**config.mk**
```make
export PLATFORM = sky130hd
export DESIGN_NAME = qrm_sqrt
export DESIGN_NICKNAME = d
export VERILOG_FILES = /design/src/rtl/qrm_pkg.sv /design/src/rtl/qrm_sqrt.sv
export SDC_FILE = /design/constraint.sdc
export NUM_CORES = 2
export LEC_CHECK = 0
export ABC_CLOCK_PERIOD_IN_PS = 14700
export BUFFER_PORTS_ARGS = -buffer_cell sky130_fd_sc_hd__buf_2
export CORE_MARGIN = 5
export CORE_UTILIZATION = 55
export CTS_CLUSTER_SIZE = 28
export DETAILED_ROUTE_END_ITERATION = 16
export PLACE_DENSITY_LB_ADDON = 0.25
export SYNTH_ARGS = -nofsm -noshare
export SYNTH_HDL_FRONTEND = slang
export SYNTH_SLANG_ARGS = --single-unit
```
**constraint.sdc**
```tcl
create_clock -name clk -period 14.7 [get_ports clk]
set_input_delay 1.47 -clock clk [delete_from_list [all_inputs] [get_ports clk]]
set_output_delay 1.47 -clock clk [all_outputs]
set_load 0.01 [all_outputs]
```
**src/rtl/qrm_pkg.sv**
```systemverilog
// Shared types and constants for the quaternion to rotation matrix core.
// Used by every module in rtl/.
`default_nettype none
package qrm_pkg;

    localparam int COMP_W = 16;
    localparam int TOL_W  = 26;
    localparam int SUM_W  = 33;
    localparam int ROOT_W = 17;
    localparam int REM_W  = 20;

    localparam logic [TOL_W-1:0]  TOL_RESET = 26'd671;
    localparam logic [COMP_W-1:0] SAT_POS   = 16'h7fff;
    localparam logic [COMP_W-1:0] SAT_NEG   = 16'h8000;

    typedef logic [3:0][COMP_W-1:0] quat_t;

    typedef struct packed {
        quat_t             comp;
        logic              zero;
        logic              far;
        logic [ROOT_W-1:0] root;
    } sqrt_beat_t;

endpackage
`default_nettype wire

```
**src/rtl/qrm_sqrt.sv**
```systemverilog
// Sum of squares, tolerance test and pipelined integer square root.
// Depends on qrm_pkg.
`default_nettype none
module qrm_sqrt
    import qrm_pkg::*;
#(
    parameter int FRAC_BITS = 13
)(
    input  wire logic             clk,
    input  wire logic             rst_n,
    input  wire logic             in_valid,
    output logic                  in_ready,
    input  wire quat_t            comp_in,
    input  wire logic [TOL_W-1:0] tol,
    output logic                  out_valid,
    input  wire logic             out_ready,
    output sqrt_beat_t            out_data
);

    localparam int N     = 3 + ROOT_W;
    localparam int TWO_F = 2 * FRAC_BITS;
    localparam int DW    = ((TWO_F > SUM_W) ? TWO_F : SUM_W) + 1;
    localparam int CMPW  = DW + TOL_W;
    localparam int LSH   = (TWO_F >= TOL_W) ? 0 : TOL_W - TWO_F;
    localparam int RSH   = (TWO_F >= TOL_W) ? TWO_F - TOL_W : 0;
    localparam logic [DW-1:0] ONE_V = {{(DW-1){1'b0}}, 1'b1} << TWO_F;

    logic [N-1:0]          v_reg;
    logic [N:0]            rdy;
    quat_t                 comp_reg [N];
    logic                  zero_reg [N];
    logic [3:0][30:0]      sq_reg;
    logic [SUM_W-1:0]      sum_reg  [1:N-1];
    logic                  far_reg  [2:N-1];
    logic [REM_W-1:0]      rem_reg  [ROOT_W];
    logic [ROOT_W-1:0]     root_reg [ROOT_W];

    logic [DW-1:0]         sum_ext;
    logic [DW-1:0]         dev;
    logic                  far_next;

    assign rdy[N]    = out_ready;
    assign in_ready  = rdy[0];
    assign out_valid = v_reg[N-1];

    genvar k;
    generate
        for (k = 0; k < N; k++) begin : g_vld
            assign rdy[k] = !v_reg[k] || rdy[k+1];
            always_ff @(posedge clk or negedge rst_n)
            begin
                if (!rst_n)
                    v_reg[k] <= 1'b0;
                else if (rdy[k])
                    v_reg[k] <= (k == 0) ? in_valid : v_reg[(k == 0) ? 0 : k-1];
            end
        end
    endgenerate

    // Stage 0: squares of the four components.
    always_ff @(posedge clk)
    begin
        if (rdy[0] && in_valid)
        begin
            for (int l = 0; l < 4; l++)
                sq_reg[l] <= 31'($signed(comp_in[l]) * $signed(comp_in[l]));
            comp_reg[0] <= comp_in;
            zero_reg[0] <= (comp_in == '0);
        end
    end

    // Stage 1: sum of squares.
    always_ff @(posedge clk)
    begin
        if (rdy[1] && v_reg[0])
        begin
            sum_reg[1]  <= SUM_W'(sq_reg[0]) + SUM_W'(sq_reg[1])
                         + SUM_W'(sq_reg[2]) + SUM_W'(sq_reg[3]);
            comp_reg[1] <= comp_reg[0];
            zero_reg[1] <= zero_reg[0];
        end
    end

    // Stage 2: distance of the squared length from one against tolerance.
    always_comb
    begin
        sum_ext  = DW'(sum_reg[1]);
        dev      = (sum_ext > ONE_V) ? sum_ext - ONE_V : ONE_V - sum_ext;
        far_next = (CMPW'(dev) << LSH) > (CMPW'(tol) << RSH);
    end

    always_ff @(posedge clk)
    begin
        if (rdy[2] && v_reg[1])
        begin
            sum_reg[2]  <= sum_reg[1];
            far_reg[2]  <= far_next;
            comp_reg[2] <= comp_reg[1];
            zero_reg[2] <= zero_reg[1];
        end
    end

    // Root stages: one result bit each, two radicand bits brought down.
    genvar j;
    generate
        for (j = 0; j < ROOT_W; j++) begin : g_root
            localparam int K = 3 + j;
            logic [REM_W-1:0]  rem_in;
            logic [ROOT_W-1:0] root_in;
            logic [SUM_W:0]    s_pad;
            logic [REM_W+1:0]  trial;
            logic [REM_W+1:0]  sub;

            if (j == 0) begin : g_first
                assign rem_in  = '0;
                assign root_in = '0;
            end else begin : g_next
                assign rem_in  = rem_reg[j-1];
                assign root_in = root_reg[j-1];
            end

            assign s_pad = {1'b0, sum_reg[K-1]};
            assign trial = {rem_in, s_pad[2*(ROOT_W-1-j)+1 -: 2]};
            assign sub   = (REM_W+2)'({root_in, 2'b01});

            always_ff @(posedge clk)
            begin
                if (rdy[K] && v_reg[K-1])
                begin
                    if (trial >= sub)
                    begin
                        rem_reg[j]  <= REM_W'(trial - sub);
                        root_reg[j] <= {root_in[ROOT_W-2:0], 1'b1};
                    end
                    else
                    begin
                        rem_reg[j]  <= REM_W'(trial);
                        root_reg[j] <= {root_in[ROOT_W-2:0], 1'b0};
                    end
                    sum_reg[K]  <= sum_reg[K-1];
                    far_reg[K]  <= far_reg[K-1];
                    comp_reg[K] <= comp_reg[K-1];
                    zero_reg[K] <= zero_reg[K-1];
                end
            end
        end
    endgenerate

    assign out_data.comp = comp_reg[N-1];
    assign out_data.zero = zero_reg[N-1];
    assign out_data.far  = far_reg[N-1];
    assign out_data.root = root_reg[ROOT_W-1];

endmodule
`default_nettype wire

```
; Yosys cells after proc, flatten, opt, wreduce, memory -nomap -nowiden
; Memories as Yosys holds them, arrays and structs flattened.
; Index checks and enable logic that the tools add are counted.
[classes]
mul = 4
mux = 177
reduce_logical = 61
bitwise_logic = 34
order_cmp = 19
n_addsub = 22
[ops]
columns = operator, count
row1 = 22-bit by 19-bit greater-or-equal comparator with 1-bit output, 16
row2 = 20-bit two-way mux, 17
row3 = 20-bit by 19-bit subtractor with 20-bit output, 16
row4 = 17-bit two-way mux, 17
row5 = 1-bit two-way mux, 142
row6 = 16-bit by 16-bit multiplier with 31-bit output, 4
row7 = 64-bit logical NOT, 1
row8 = 34-bit by 26-bit > comparator with 1-bit output, 1
row9 = 34-bit two-way mux, 1
row10 = 1-bit bitwise OR, 34
row11 = 27-bit by 33-bit subtractor with 34-bit output (first input constant), 1
row12 = 33-bit by 27-bit subtractor with 34-bit output (second input constant), 1
row13 = 32-bit by 31-bit adder with 33-bit output, 1
row14 = 33-bit by 31-bit adder with 33-bit output, 1
row15 = 33-bit by 27-bit > comparator with 1-bit output (second input constant), 1
row16 = 31-bit by 31-bit adder with 32-bit output, 1
row17 = 1-bit logical AND, 20
row18 = 1-bit logical NOT, 20
row19 = 1-bit logical OR, 20
row20 = 1-bit by 1-bit subtractor with 2-bit output (second input constant), 1
row21 = 1-bit greater-or-equal comparator (second input constant), 1
[totals]
reg_bits = 144
mem_bits_rw = 2574
wordCells = 347
mem_count = 6
input_bits = 94
out_inout_bits = 85
[memory_table]
columns = name, depth, word_bits, read_ports, rd_ports_with_merged_regs, wr, line_no
row1 = comp_reg, 20, 64, 20, 0, 20, qrm_sqrt.sv:30  ; quat_t comp_reg [N];
row2 = sum_reg, 19, 33, 18, 0, 19, qrm_sqrt.sv:33  ; logic [SUM_W-1:0] sum_reg [1:N-1];
row3 = rem_reg, 17, 20, 16, 0, 17, qrm_sqrt.sv:35  ; logic [REM_W-1:0] rem_reg [ROOT_W];
row4 = root_reg, 17, 17, 17, 0, 17, qrm_sqrt.sv:36  ; logic [ROOT_W-1:0] root_reg [ROOT_W];
row5 = zero_reg, 20, 1, 20, 0, 20, qrm_sqrt.sv:31  ; logic zero_reg [N];
row6 = far_reg, 18, 1, 18, 0, 18, qrm_sqrt.sv:34  ; logic far_reg [2:N-1];

; Logic depth before layout (Yosys ltp)
[logic_depth]
ltp_word = 24
mapped_depth = 26
ltp_nobuf = 24

; Worst setup path before layout
; OpenSTA, ideal clock, no wires.
[synth_timing]
path_type = input to register
startpoint = in out_ready
endpoint = mem rem_reg[2][4] (data pin)
t_required_ns = 14.439
slack_ns = 2.559
n_path_buf = 2
stages = 10
setup_ns = 0.261
arrival_time_ns = 11.880
cell_sequence = nand3b_1 -> nor4_2 -> nand4_1 -> nor2_1 -> a21boi_0 -> nor4bb_1 -> clkbuf_1 -> clkbuf_1 -> nor2_1 -> xor2_1
[synth_rtl]
columns = element, line_no
row1 = "start, declared", qrm_sqrt.sv:16  ; input wire logic out_ready,
row2 = "end, declared", qrm_sqrt.sv:35

; Worst setup path in the final report
[layout_timing]
startpoint = in comp_in[63] in the netlist's numbering
endpoint = reg sq_reg[123] in the netlist's numbering (data pin)
[layout_between]
elab_chain_cells = 1
[layout_lines]
columns = element, line_no
row1 = "start, declared", qrm_sqrt.sv:13  ; input wire quat_t comp_in,
row2 = 16-bit by 16-bit multiplier with 31-bit output, qrm_sqrt.sv:66  ; sq_reg[l] <= 31'($signed(comp_in[l]) * $signed(comp_in[l]));
row3 = "end signal, assigned by index", qrm_sqrt.sv:66
row4 = "end, declared", qrm_sqrt.sv:32  ; logic [3:0][30:0] sq_reg;
; No other way between the ends.
; A chain may end at the register's enable or synchronous reset.

==> impl_metrics.tcl <==
set metrics [dict create \
    finalMaxSlewViolations 0 \
    fin_tns_setup_ns 0 \
    grt_antenna_before_repair 17 \
    netlist.area_leader.share_pct 56.2 \
    synth_area_mm2 0.118 \
    viasPerCell 5.27 \
    syn_inst 8523 \
    path_common_cell "fa_1" \
    hold_path.class "reg2reg" \
    synth_edf_count 2215 \
    gr-usage-all-layers_pct 20.3 \
    num_io_pins 179 \
    syn_to_final_growth_pct 9.43 \
    htreeDepth 4 \
    grt_max_degree 83 \
    grt_pass1_wl_um 356000 \
    start_kind "primary input" \
    clockBufferDepth 3 \
    setup_viol_count_final 0 \
    clock-root-buffer "clkbuf_16" \
    pre_cts_ws_ns 6.00 \
    core_mm2 0.214 \
    drc_errors 0 \
    layout-drive-gt1-share_pct 7.39 \
    required_ns 15.25 \
    path_clk_slew_ns 0.06 \
    vias 62137 \
    gp_congestion 0.895 \
    die_area_mm2 0.224 \
    ant_nets 0 \
    async_flop_share_pct 0.894 \
    die_w_um 474 \
    ys_ff_latch 2236 \
    postCtsSetupRepairBufs 0 \
    finClkSkew_ns 0.0670 \
    path_max_fanout 19 \
    cp.arrival_ns 8.42 \
    max_cap_viol_count 0 \
    numPortBuffers 178 \
    synth_common_cells "edfxtp_1, inv_1, fa_1" \
    tightestPinTransition_ns 1.10 \
    worstSkewPairLatency_ns 0.86 \
    dominantRegCellSynth "edfxtp_1" \
    totalWireLength_um 219000 \
    synth.largest_area_cell "edfxtp_1" \
    cts_inserted_buffers 216 \
    yosys.cell_types.count 93 \
    routedWlPerCell_um 18.6 \
    slew_headroom_pct 26.7 \
    grt_setup_unrepaired "no" \
    clkSinkCount 2236 \
    cts_hold_buf 0 \
    grt_pass1_vias 66941 \
    worstSetupPathType "in2reg" \
    avgSynthCellArea_um2 13.9 \
    regArea_mm2 0.0670 \
    ys_warn_count 0 \
    rows 170 \
    cts_resized 0 \
    largest_reg_flops 1276 \
    fin_nets 10392 \
    first_pass_iters 5 \
    yosys-top-cells-area "edfxtp_1, fa_1, ha_1" \
    fin_crit_ns 7.87 \
    outcome "complete, no violations" \
    synth_nets 10168 \
    synth_most_common_cell "edfxtp_1" \
    tritoncts "done" \
    slowest_stage "fa_1" \
    multiInputGateArea_mm2 0.0444 \
    cp_cell_sequence "buf_2, inv_1, nor2_1, fa_1, fa_1, inv_1, fa_1, fa_1, inv_1, fa_1, inv_1, fa_1, inv_1, ha_1, a21o_1, nor3_1, a21oi_1, a22o_1, a2111oi_0, o21ai_0, a21oi_1, xnor2_1" \
    fmax_mhz 127 \
    drt_iter0_drc 3404 \
    dpl.hpwl_um 163000 \
    hold_viol 0 \
    start_util_pct 55.2 \
    yosysSeqAreaShare_pct 56.7 \
    slowest_delay_ns 0.84 \
    die_h_um 474 \
    endpoint_kind "flip-flop" \
    finalCritPeriodShare_pct 53.6 \
    fillers 16219 \
    grt_overflow 0 \
    setup_ws_ns 6.83 \
]
==> path summary, 6_finish.rpt <==
path | startpoint | end | slack [ns] | depth (start not counted)
worst min register to register | comp_reg[1][251]$_DFFE_PP_ | comp_reg[2][59]$_DFFE_PP_ | 0.38 | 0
worst min-delay path | comp_reg[1][251]$_DFFE_PP_ | comp_reg[2][59]$_DFFE_PP_ | 0.38 | 0
worst max-delay path | comp_in[63] | sq_reg[123]$_DFFE_PP_ | 6.83 | 22
worst max register to register | v_reg[18]$_DFFE_PN0N_ | sq_reg[22]$_DFFE_PP_ | 8.92 | 10
min in group asynchronous | rst_n | out_valid$_DFFE_PN0N_ | 0.60 | 1
max in group asynchronous | rst_n | v_reg[1]$_DFFE_PN0P_ | 13.65 | 1
==> worst max-delay path, delay by kind of cell <==
family                   cells  cell delay [ns]
AND/OR/NAND/NOR              2             0.51
adder cells (fa/ha/maj)      7             3.82
XOR/XNOR                     1             0.08
buffers and inverters        6             1.15
AO/OA/AOI/OAI                6             1.36
==> area by class of cell <==
class / count / area share (%)
clock inverters: 143 / 1.27
diodes: 19 / 0.0367
clock buffers: 262 / 4.35
repair buffers: 213 / 0.891
multi-input cells: 4486 / 34.3
flip-flops and latches: 2236 / 51.8
inverters: 1594 / 4.63
well taps: 2838 / 2.74
==> cells in the final DEF (no fill, tap or decap), drive strengths merged, types with 27 or more instances in the layout <==
| cell | count |
|---|---|
| and3 | 44 |
| ha | 575 |
| nor4 | 72 |
| inv | 1600 |
| buf | 213 |
| nor3 | 109 |
| o21ai | 203 |
| o21a | 70 |
| nand3 | 77 |
| nand4 | 37 |
| fa | 976 |
| clkinv | 99 |
| or2 | 34 |
| nand2b | 62 |
| and2 | 146 |
| xnor2 | 252 |
| or3 | 47 |
| a21boi | 27 |
| edfxtp | 2215 |
| nor2 | 366 |
| clkbuf | 262 |
| nand2 | 504 |
| a21oi | 231 |
| nor2b | 54 |
| xor2 | 186 |
| a21o | 110 |
==> layer usage <==
metal	part of all wire (%)	vias to the layer above	GRT usage [%]
met4	5.4	8	9.66
met1	38	31139	24.0
met3	4.1	502	2.94
met2	53	1354	36.5
met5	0.021	-	0
li1	-	29134	-
==> kinds of logic (layout without fill, tap and decap cells) <==
kind of cell    count (synthesis)  after routing  share of synthesized area (%)
xor+xnor                      438            438                           3.24
compound gates                847            847                           4.57
flops                        2236           2236                           56.7
other cells                     0             19                              0
mux                            30             30                          0.278
simple gates                 1620           1620                           6.70
buf+inv                      1801           2212                           5.94
fa+ha+maj                    1551           1551                           22.6
==> metrics by stage <==
step,cell area [um2],utilization [%],hold WS [ns],std cells
floorplan,118000,-,0.400,8523
global placement,122000,57.0,0.400,11367
detailed placement,122000,57.0,0.405,11367
CTS,129000,60.3,0.377,11772
global route,129000,60.4,0.380,11780
finish,129000,60.4,0.376,11791
Power is not shown: default switching activity piles up to over one toggle a cycle in this logic, so the estimate is an artifact.
