[config.mk]
export PLATFORM = sky130hd
export DESIGN_NAME = qrm_div
export DESIGN_NICKNAME = d
export VERILOG_FILES = /design/src/rtl/qrm_pkg.sv /design/src/rtl/qrm_div.sv
export SDC_FILE = /design/constraint.sdc
export NUM_CORES = 2
export LEC_CHECK = 0
export ABC_CLOCK_PERIOD_IN_PS = 11800
export BUFFER_PORTS_ARGS = -buffer_cell sky130_fd_sc_hd__buf_2
export CORE_MARGIN = 1
export CORE_UTILIZATION = 49
export CTS_CLUSTER_SIZE = 20
export DETAILED_ROUTE_END_ITERATION = 10
export PLACE_DENSITY = 0.64
export SLEW_MARGIN = 20
export SYNTH_ARGS = -nofsm -noshare
export SYNTH_HDL_FRONTEND = slang
export SYNTH_SLANG_ARGS = --single-unit
[constraint.sdc]
create_clock -name clk -period 11.8 [get_ports clk]
set_input_delay 0 -clock clk [delete_from_list [all_inputs] [get_ports clk]]
set_output_delay 0 -clock clk [all_outputs]
set_load 0.1 [all_outputs]
[src/rtl/qrm_pkg.sv]
// Shared types and constants for the quaternion to rotation matrix core.
// Used by every module in rtl/.
`default_nettype none
package qrm_pkg;

    localparam int COMP_W = 16;
    localparam int TOL_W  = 26;
    localparam int SUM_W  = 33;
    localparam int ROOT_W = 17;
    localparam int REM_W  = 20;

    localparam logic [TOL_W-1:0]  TOL_RESET = 26'd671;
    localparam logic [COMP_W-1:0] SAT_POS   = 16'h7fff;
    localparam logic [COMP_W-1:0] SAT_NEG   = 16'h8000;

    typedef logic [3:0][COMP_W-1:0] quat_t;

    typedef struct packed {
        quat_t             comp;
        logic              zero;
        logic              far;
        logic [ROOT_W-1:0] root;
    } sqrt_beat_t;

endpackage
`default_nettype wire

[src/rtl/qrm_div.sv]
// Four-lane pipelined restoring divider: component * 2^F / root.
// Depends on qrm_pkg.
`default_nettype none
module qrm_div
    import qrm_pkg::*;
#(
    parameter int FRAC_BITS = 13,
    parameter int CW        = 16
)(
    input  wire logic                clk,
    input  wire logic                rst_n,
    input  wire logic                in_valid,
    output logic                     in_ready,
    input  wire sqrt_beat_t          in_data,
    output logic                     out_valid,
    input  wire logic                out_ready,
    output logic [3:0][CW-1:0]       comp_out,
    output logic                     zero_out
);

    localparam int Q = FRAC_BITS + 1;
    localparam int N = Q + 1;
    localparam int RW = ROOT_W;

    logic [N-1:0]          v_reg;
    logic [N:0]            rdy;
    quat_t                 comp_reg [N];
    logic                  zero_reg [N];
    logic                  far_reg  [N];
    logic [ROOT_W-1:0]     root_reg [Q];
    logic [3:0][RW-1:0]    rem_reg  [Q];
    logic [3:0][Q-1:0]     q_reg    [Q];
    logic [3:0][CW-1:0]    res_reg;

    assign rdy[N]    = out_ready;
    assign in_ready  = rdy[0];
    assign out_valid = v_reg[N-1];

    genvar k;
    generate
        for (k = 0; k < N; k++) begin : g_vld
            assign rdy[k] = !v_reg[k] || rdy[k+1];
            always_ff @(posedge clk or negedge rst_n)
            begin
                if (!rst_n)
                    v_reg[k] <= 1'b0;
                else if (rdy[k])
                    v_reg[k] <= (k == 0) ? in_valid : v_reg[(k == 0) ? 0 : k-1];
            end
        end
    endgenerate

    genvar i, l;
    generate
        for (i = 0; i < Q; i++) begin : g_step
            quat_t             c_in;
            logic              z_in;
            logic              f_in;
            logic              vin;
            logic [ROOT_W-1:0] r_in;
            logic [3:0][RW-1:0] rem_in;
            logic [3:0][Q-1:0]  q_in;
            logic [3:0]         bit_in;

            if (i == 0) begin : g_first
                assign c_in = in_data.comp;
                assign z_in = in_data.zero;
                assign f_in = in_data.far;
                assign r_in = in_data.root;
                assign vin  = in_valid;
                for (l = 0; l < 4; l++) begin : g_lane0
                    logic [COMP_W-1:0] mag;
                    assign mag       = in_data.comp[l][COMP_W-1]
                                     ? COMP_W'(-in_data.comp[l]) : in_data.comp[l];
                    assign rem_in[l] = RW'(mag[COMP_W-1:1]);
                    assign bit_in[l] = mag[0];
                    assign q_in[l]   = '0;
                end
            end else begin : g_next
                assign c_in   = comp_reg[i-1];
                assign z_in   = zero_reg[i-1];
                assign f_in   = far_reg[i-1];
                assign r_in   = root_reg[i-1];
                assign vin    = v_reg[i-1];
                assign rem_in = rem_reg[i-1];
                assign q_in   = q_reg[i-1];
                assign bit_in = '0;
            end

            for (l = 0; l < 4; l++) begin : g_lane
                logic [RW:0] trial;
                logic        take;
                assign trial = {rem_in[l], bit_in[l]};
                assign take  = trial >= (RW+1)'(r_in);

                always_ff @(posedge clk)
                begin
                    if (rdy[i] && vin)
                    begin
                        rem_reg[i][l] <= take ? RW'(trial - (RW+1)'(r_in)) : RW'(trial);
                        q_reg[i][l]   <= {q_in[l][Q-2:0], take};
                    end
                end
            end

            always_ff @(posedge clk)
            begin
                if (rdy[i] && vin)
                begin
                    comp_reg[i] <= c_in;
                    zero_reg[i] <= z_in;
                    far_reg[i]  <= f_in;
                    root_reg[i] <= r_in;
                end
            end
        end
    endgenerate

    // Last stage: apply sign, or keep the raw component when in tolerance.
    always_ff @(posedge clk)
    begin
        if (rdy[Q] && v_reg[Q-1])
        begin
            for (int m = 0; m < 4; m++)
            begin
                if (!far_reg[Q-1])
                    res_reg[m] <= CW'($signed(comp_reg[Q-1][m]));
                else if (comp_reg[Q-1][m][COMP_W-1])
                    res_reg[m] <= CW'(0) - CW'(q_reg[Q-1][m]);
                else
                    res_reg[m] <= CW'(q_reg[Q-1][m]);
            end
            zero_reg[Q] <= zero_reg[Q-1];
            far_reg[Q]  <= far_reg[Q-1];
            comp_reg[Q] <= comp_reg[Q-1];
        end
    end

    assign comp_out = res_reg;
    assign zero_out = zero_reg[Q] && (comp_reg[Q] == '0) && (far_reg[Q] || !far_reg[Q]);

endmodule
`default_nettype wire

* Word level (Yosys, flattened, before mapping)
Memory sizes are Yosys's and may differ from the RTL's.
Index checks and enable logic that the tools add are counted.
** Word-level totals
- Register bits :: 79
- RAM bits :: 2964
- Input port bits :: 87
- Word-level logic and storage cells :: 290
- Memories kept :: 6
** Memory list
- comp_reg :: words 15, bits a word 64, rd ports 15, clocked after memory_dff 0, wr ports 15, line qrm_div.sv:27 : quat_t comp_reg [N];
- rem_reg :: words 14, bits a word 68, rd ports 13, clocked after memory_dff 0, wr ports 14, line qrm_div.sv:31 : logic [3:0][RW-1:0] rem_reg [Q];
- q_reg :: words 14, bits a word 56, rd ports 14, clocked after memory_dff 0, wr ports 14, line qrm_div.sv:32 : logic [3:0][Q-1:0] q_reg [Q];
- root_reg :: words 14, bits a word 17, rd ports 13, clocked after memory_dff 0, wr ports 14, line qrm_div.sv:30 : logic [ROOT_W-1:0] root_reg [Q];
- far_reg :: words 15, bits a word 1, rd ports 14, clocked after memory_dff 0, wr ports 15, line qrm_div.sv:29 : logic far_reg [N];
- zero_reg :: words 15, bits a word 1, rd ports 15, clocked after memory_dff 0, wr ports 15, line qrm_div.sv:28 : logic zero_reg [N];
** Cells by class
- $add $sub $neg :: 64
- Order comparisons :: 56
- Muxes and demuxes :: 98
- Reductions and logical operators :: 47
** Operators with widths (count)
- 17-bit two-way mux :: 56
- 18-bit by 17-bit >= comparator with 1-bit output :: 52
- 17-bit subtractor :: 52
- 16-bit two-way mux :: 12
- 16-bit by 17-bit >= comparator with 1-bit output :: 4
- 16-bit by 17-bit subtractor with 17-bit output :: 4
- 64-bit logical NOT :: 1
- 16-bit negation :: 4
- 1-bit by 14-bit subtractor with 15-bit output (first input constant) :: 4
- 1-bit two-way mux :: 30
- 1-bit logical AND :: 16
- 1-bit logical NOT :: 15
- 1-bit logical OR :: 15

* Longest topological paths before layout
- Word-level depth :: 19
- Depth in mapped cells :: 19
- Mapped depth without buffers :: 17

* Worst setup path after synthesis
Ideal clock, no wire load.
- Kind :: register -> register
- Start :: reg v_reg[14], in the netlist out_valid
- End :: mem comp_reg[1][0] (netlist name), enable pin
- Library setup time :: 846 ps
- Arrival :: 10543 ps
- Required time :: 10954 ps
- Setup slack :: 411 ps
- Cell stages (with the launch flop) :: 5
- Buffers on the path :: 0
- Cell sequence :: dfrtp_1 > nor2b_1 > nand3_1 > nor2_1 > a31oi_1
** RTL lines
- start: declaration :: line qrm_div.sv:25 : logic [N-1:0] v_reg;
- start signal: indexed assignment :: line qrm_div.sv:48 : v_reg[k] <= (k == 0) ? in_valid : v_reg[(k == 0) ? 0 : k-1];
- end: declaration :: line qrm_div.sv:27

==> results.txt <==
----------------------------------------------------
[STA]
  Max-slew violations ... 0
  Clock tree skew after final layout ... 0.118 ns
  Post-route minimum period ... 4.66 ns
  Highest Clock Rate ... 215 MHz
  Share of the clock period used by the worst path ... 0.395
  Hold WS ... 0.119 ns
  Unrepaired setup endpoints after global routing ... no
  Number of hold violations in the final report ... 0
  Slew margin rel. ... 0.279
  Setup WS post-layout ... 7.14 ns
  Setup-failing EPs final ... 0
  Transition at the pin with the smallest max-transition slack ... 1.08 ns
  Total negative slack ... 0 ns

[Power]
  Peak supply drop ... 0.000298 V
  Overall Power ... 40.0 mW
  P_leak ... 56.0 nW
  Cell area power density ... 275 nW/um2

[GRT]
  Number of antenna violations at the first check in global routing ... 29
  Tot GR Track Use ... 0.244
  Vias in the first global route ... 78.8k
  Overflow left after global routing ... 0
  Global-route wire length before repair ... 487000 um
  Pin count of the biggest net entering global routing ... 151

[Synthesis]
  Synth top area cells ... sky130_fd_sc_hd__edfxtp_1 60%, sky130_fd_sc_hd__ha_1 9.2%, sky130_fd_sc_hd__a21oi_1 3.3%
  Most area-hungry cell type in the Yosys netlist ... sky130_fd_sc_hd__edfxtp_1
  Number of synthesized register bits ... 2593
  Part of the Yosys area used for sequential elements ... 0.601
  Post-synth net total ... 11.1k
  Yosys warns ... 0
  Post-synth top area share ... 0.598
  Cell area after technology mapping ... 129000 um2
  Synthesized area per cell ... 13.0 um2
  Most frequently used cell type in the post-synthesis netlist ... sky130_fd_sc_hd__edfxtp_1
  Primary FF master, synth ... sky130_fd_sc_hd__edfxtp_1
  Number of flops mapped to enable cells by yosys ... 2578
  Most instantiated cells after synthesis ... 2578 x sky130_fd_sc_hd__edfxtp_1, 952 x sky130_fd_sc_hd__ha_1, 846 x sky130_fd_sc_hd__a21oi_1, 740 x sky130_fd_sc_hd__nor2_1, 523 x sky130_fd_sc_hd__inv_1
  FFs w/ async S/R, synth ... 0.00578
  Post-Synthesis Cells ... 9965
  Count of different cell masters after synthesis ... 84

[Layout]
  Nets@finish ... 11.6k
  Max reg flops ... 960
  Area delta synth->final ... 12.3%
  Share of layout cells above drive strength 1 ... 0.0985
  Fill cell instance count of the final layout ... 21.5k
  Final Cell Area ... 145000 um2
  Filler-free cell count of the finished design ... 14.2k
  Finished Core Util ... 0.554

[CTS]
  Maximum root-to-sink buffer count ... 4
  # H-tree levels ... 5
  Clock Latency Late Sink ... 0.95 ns
  CTS sink count ... 2593
  Clock root buffer ... sky130_fd_sc_hd__clkbuf_16
  Num CTS Buffers ... 291
  Clock tree from TritonCTS ... built
  Clock slew seen by the registers of the worst setup and hold paths ... 0.05 ns

[Floorplanning]
  Total I/O pin count ... 154
  Core outline area ... 263000 um2
  Die ar. ... 266000 um2
  Starting Density ... 0.493
  Die Span Y ... 516 um
  Floorplan die width ... 516 um
  Total number of placement rows ... 188

[Worst setup path]
  Critical-path top delay cell ... sky130_fd_sc_hd__buf_4
  Sort of element at the start of the critical path ... flop
  CP delay by family, top ... simple AND/OR/NAND/NOR gates
  Reg-to-reg critical path startpoint ... out_valid
  Crit Path Max Fanout ... 67
  Critical path arrival ... 5.14 ns
  Most Frequent Cell on Critical Path ... sky130_fd_sc_hd__nand3_1
  Critical path buffers and inverters ... 2
  Register-to-register setup slack ... 7.14 ns
  Required arrival time at the worst endpoint ... 12.28 ns
  CP endpoint kind ... flop
  Worst Setup Path Type ... flop to flop
  Terminus of the critical flop-to-flop path ... root_reg[0][16]
  CP Cell Sequence ... nor2b_1 -> nand3_1 -> nor2_1 -> nand3_1 -> nor2_1 -> and3_1 -> nand3_1 -> nor2_1 -> nand3_1 -> and2_4 -> buf_4 -> buf_4
  Number of cells on the worst reg-to-reg path ... 12
  Highest cell delay on the worst timing path ... 0.48 ns

[Route]
  DRC violations left ... 0
  Via-per-instance ratio ... 5.66
  Met3 wire length ... 14800 um
  Routed length on met1 ... 148000 um
  Detailed-route via count ... 80.5k
  Antenna-violating nets left ... 0
  Routed wire length on met2 ... 153000 um
  Number of iterations in the first detailed-routing pass ... 8
  Total length of routed wires ... 329000 um
  Routed wirelength normalized by instance count ... 23.1 um
  Highest routed metal layer ... met5
  Initial detailed-routing violation count ... 6336

[Placed design]
  Detailed Place HPWL ... 253000 um
  Placed Cells incl. Taps ... 13.5k
  Worst setup slack before clock tree synthesis ... 7.21 ns
  Port Buffer Count ... 153
  Placed inst area ... 135000 um2
  Placer congestion estimate ... 0.946

[Job]
  Max-cap violation count ... 0

[Min path]
  Launch point of the worst hold path ... in_data[82]
  Hold-critical path endpoint ... comp_reg[0][63]
  Worst Hold Path Cells ... 2
  Hold Path Class ... input port to flop

[Run status]
  Run status ... completed

----------------------------------------------------
[cells in the final DEF (no fill, tap or decap), types with 25 or more instances in the layout]
| cell | count |
|---|---|
| sky130_fd_sc_hd__or3_1 | 46 |
| sky130_fd_sc_hd__fa_1 | 52 |
| sky130_fd_sc_hd__nor3_1 | 149 |
| sky130_fd_sc_hd__clkinv_2 | 43 |
| sky130_fd_sc_hd__nor4_1 | 67 |
| sky130_fd_sc_hd__clkinv_1 | 56 |
| sky130_fd_sc_hd__or2_2 | 27 |
| sky130_fd_sc_hd__and2_1 | 25 |
| sky130_fd_sc_hd__nand2b_1 | 132 |
| sky130_fd_sc_hd__nand2_1 | 513 |
| sky130_fd_sc_hd__nor2_1 | 740 |
| sky130_fd_sc_hd__edfxtp_1 | 2578 |
| sky130_fd_sc_hd__a31oi_1 | 60 |
| sky130_fd_sc_hd__a221oi_1 | 25 |
| sky130_fd_sc_hd__a21boi_0 | 33 |
| sky130_fd_sc_hd__clkbuf_16 | 293 |
| sky130_fd_sc_hd__nor2b_1 | 162 |
| sky130_fd_sc_hd__a21o_1 | 324 |
| sky130_fd_sc_hd__buf_4 | 47 |
| sky130_fd_sc_hd__o31ai_1 | 55 |
| sky130_fd_sc_hd__o31a_1 | 26 |
| sky130_fd_sc_hd__mux2_2 | 323 |
| sky130_fd_sc_hd__clkbuf_1 | 58 |
| sky130_fd_sc_hd__a211oi_1 | 38 |
| sky130_fd_sc_hd__and3_1 | 43 |
| sky130_fd_sc_hd__o21ai_1 | 35 |
| sky130_fd_sc_hd__xnor2_1 | 477 |
| sky130_fd_sc_hd__mux2i_1 | 25 |
| sky130_fd_sc_hd__o21ai_0 | 505 |
| sky130_fd_sc_hd__ha_1 | 952 |
| sky130_fd_sc_hd__o21a_1 | 85 |
| sky130_fd_sc_hd__a21oi_1 | 846 |
| sky130_fd_sc_hd__buf_2 | 153 |
| sky130_fd_sc_hd__inv_1 | 523 |
| sky130_fd_sc_hd__dlygate4sd3_1 | 169 |
| sky130_fd_sc_hd__nand3_1 | 111 |
| sky130_fd_sc_hd__o21bai_1 | 65 |
| sky130_fd_sc_hd__xor2_1 | 303 |
| sky130_fd_sc_hd__o41ai_1 | 30 |
| sky130_fd_sc_hd__nand4_1 | 126 |
[per-layer routing]
metal  GRT usage  vias up
li1            -    38500
met1       0.334    39200
met2       0.402     2181
met3      0.0263      588
met4      0.0920        2
met5           0        -
[how the worst max path moves through the flow]
stage                     startpoint  slack [ns]         endpoint  cells past startpoint
after floorplan            out_valid        0.41   comp_reg[1][0]                      4
after global placement     out_valid        7.28   comp_reg[0][1]                     12
after detailed placement   out_valid        7.21   comp_reg[0][1]                     12
after CTS                  out_valid        7.12   comp_reg[0][7]                     12
after global routing       out_valid        6.79  root_reg[0][16]                     12
final                      out_valid        7.14  root_reg[0][16]                     12
[what timing repair did]
| action | in CTS | in global routing |
|---|---|---|
| endpoints found under the setup margin | 0 | 0 |
| hold buffers | 169 | 0 |
| endpoints found under the hold margin | 210 | 0 |
| buffers inserted | 0 | 0 |
| gates resized for setup | 0 | 0 |
[kinds of logic (layout without fill, tap and decap cells)]
logic type,after synthesis,count (layout),share of synthesized area
fa+ha+maj,1004,1004,0.100
flops,2593,2593,0.601
buf+inv,663,1405,0.0200
compound gates,2347,2347,0.112
mux,369,369,0.0325
other cells,0,3,0
xor+xnor,780,780,0.0528
simple gates,2209,2209,0.0810
[cell type report]
type                            instances  area, um2  area share
Sequential cell                      2593      77800       0.535
Multi-Input combinational cell       6709      49300       0.339
Clock buffer                          356       7620      0.0524
Tap cell                             3515       4400      0.0303
Timing Repair Buffer                  377       2950      0.0203
Inverter                              524       1970      0.0135
Clock inverter                        148       1350     0.00925
Antenna cell                            3       7.51   0.0000517
[power by group]
part	internal, mW	total, mW	switching [mW]	leakage [nW]
Sequential	14.0	15.7	1.69	25.3
Clock	5.06	8.57	3.51	4.38
Combinational	6.50	15.8	9.26	26.3
(Power assumes the default switching activity.)
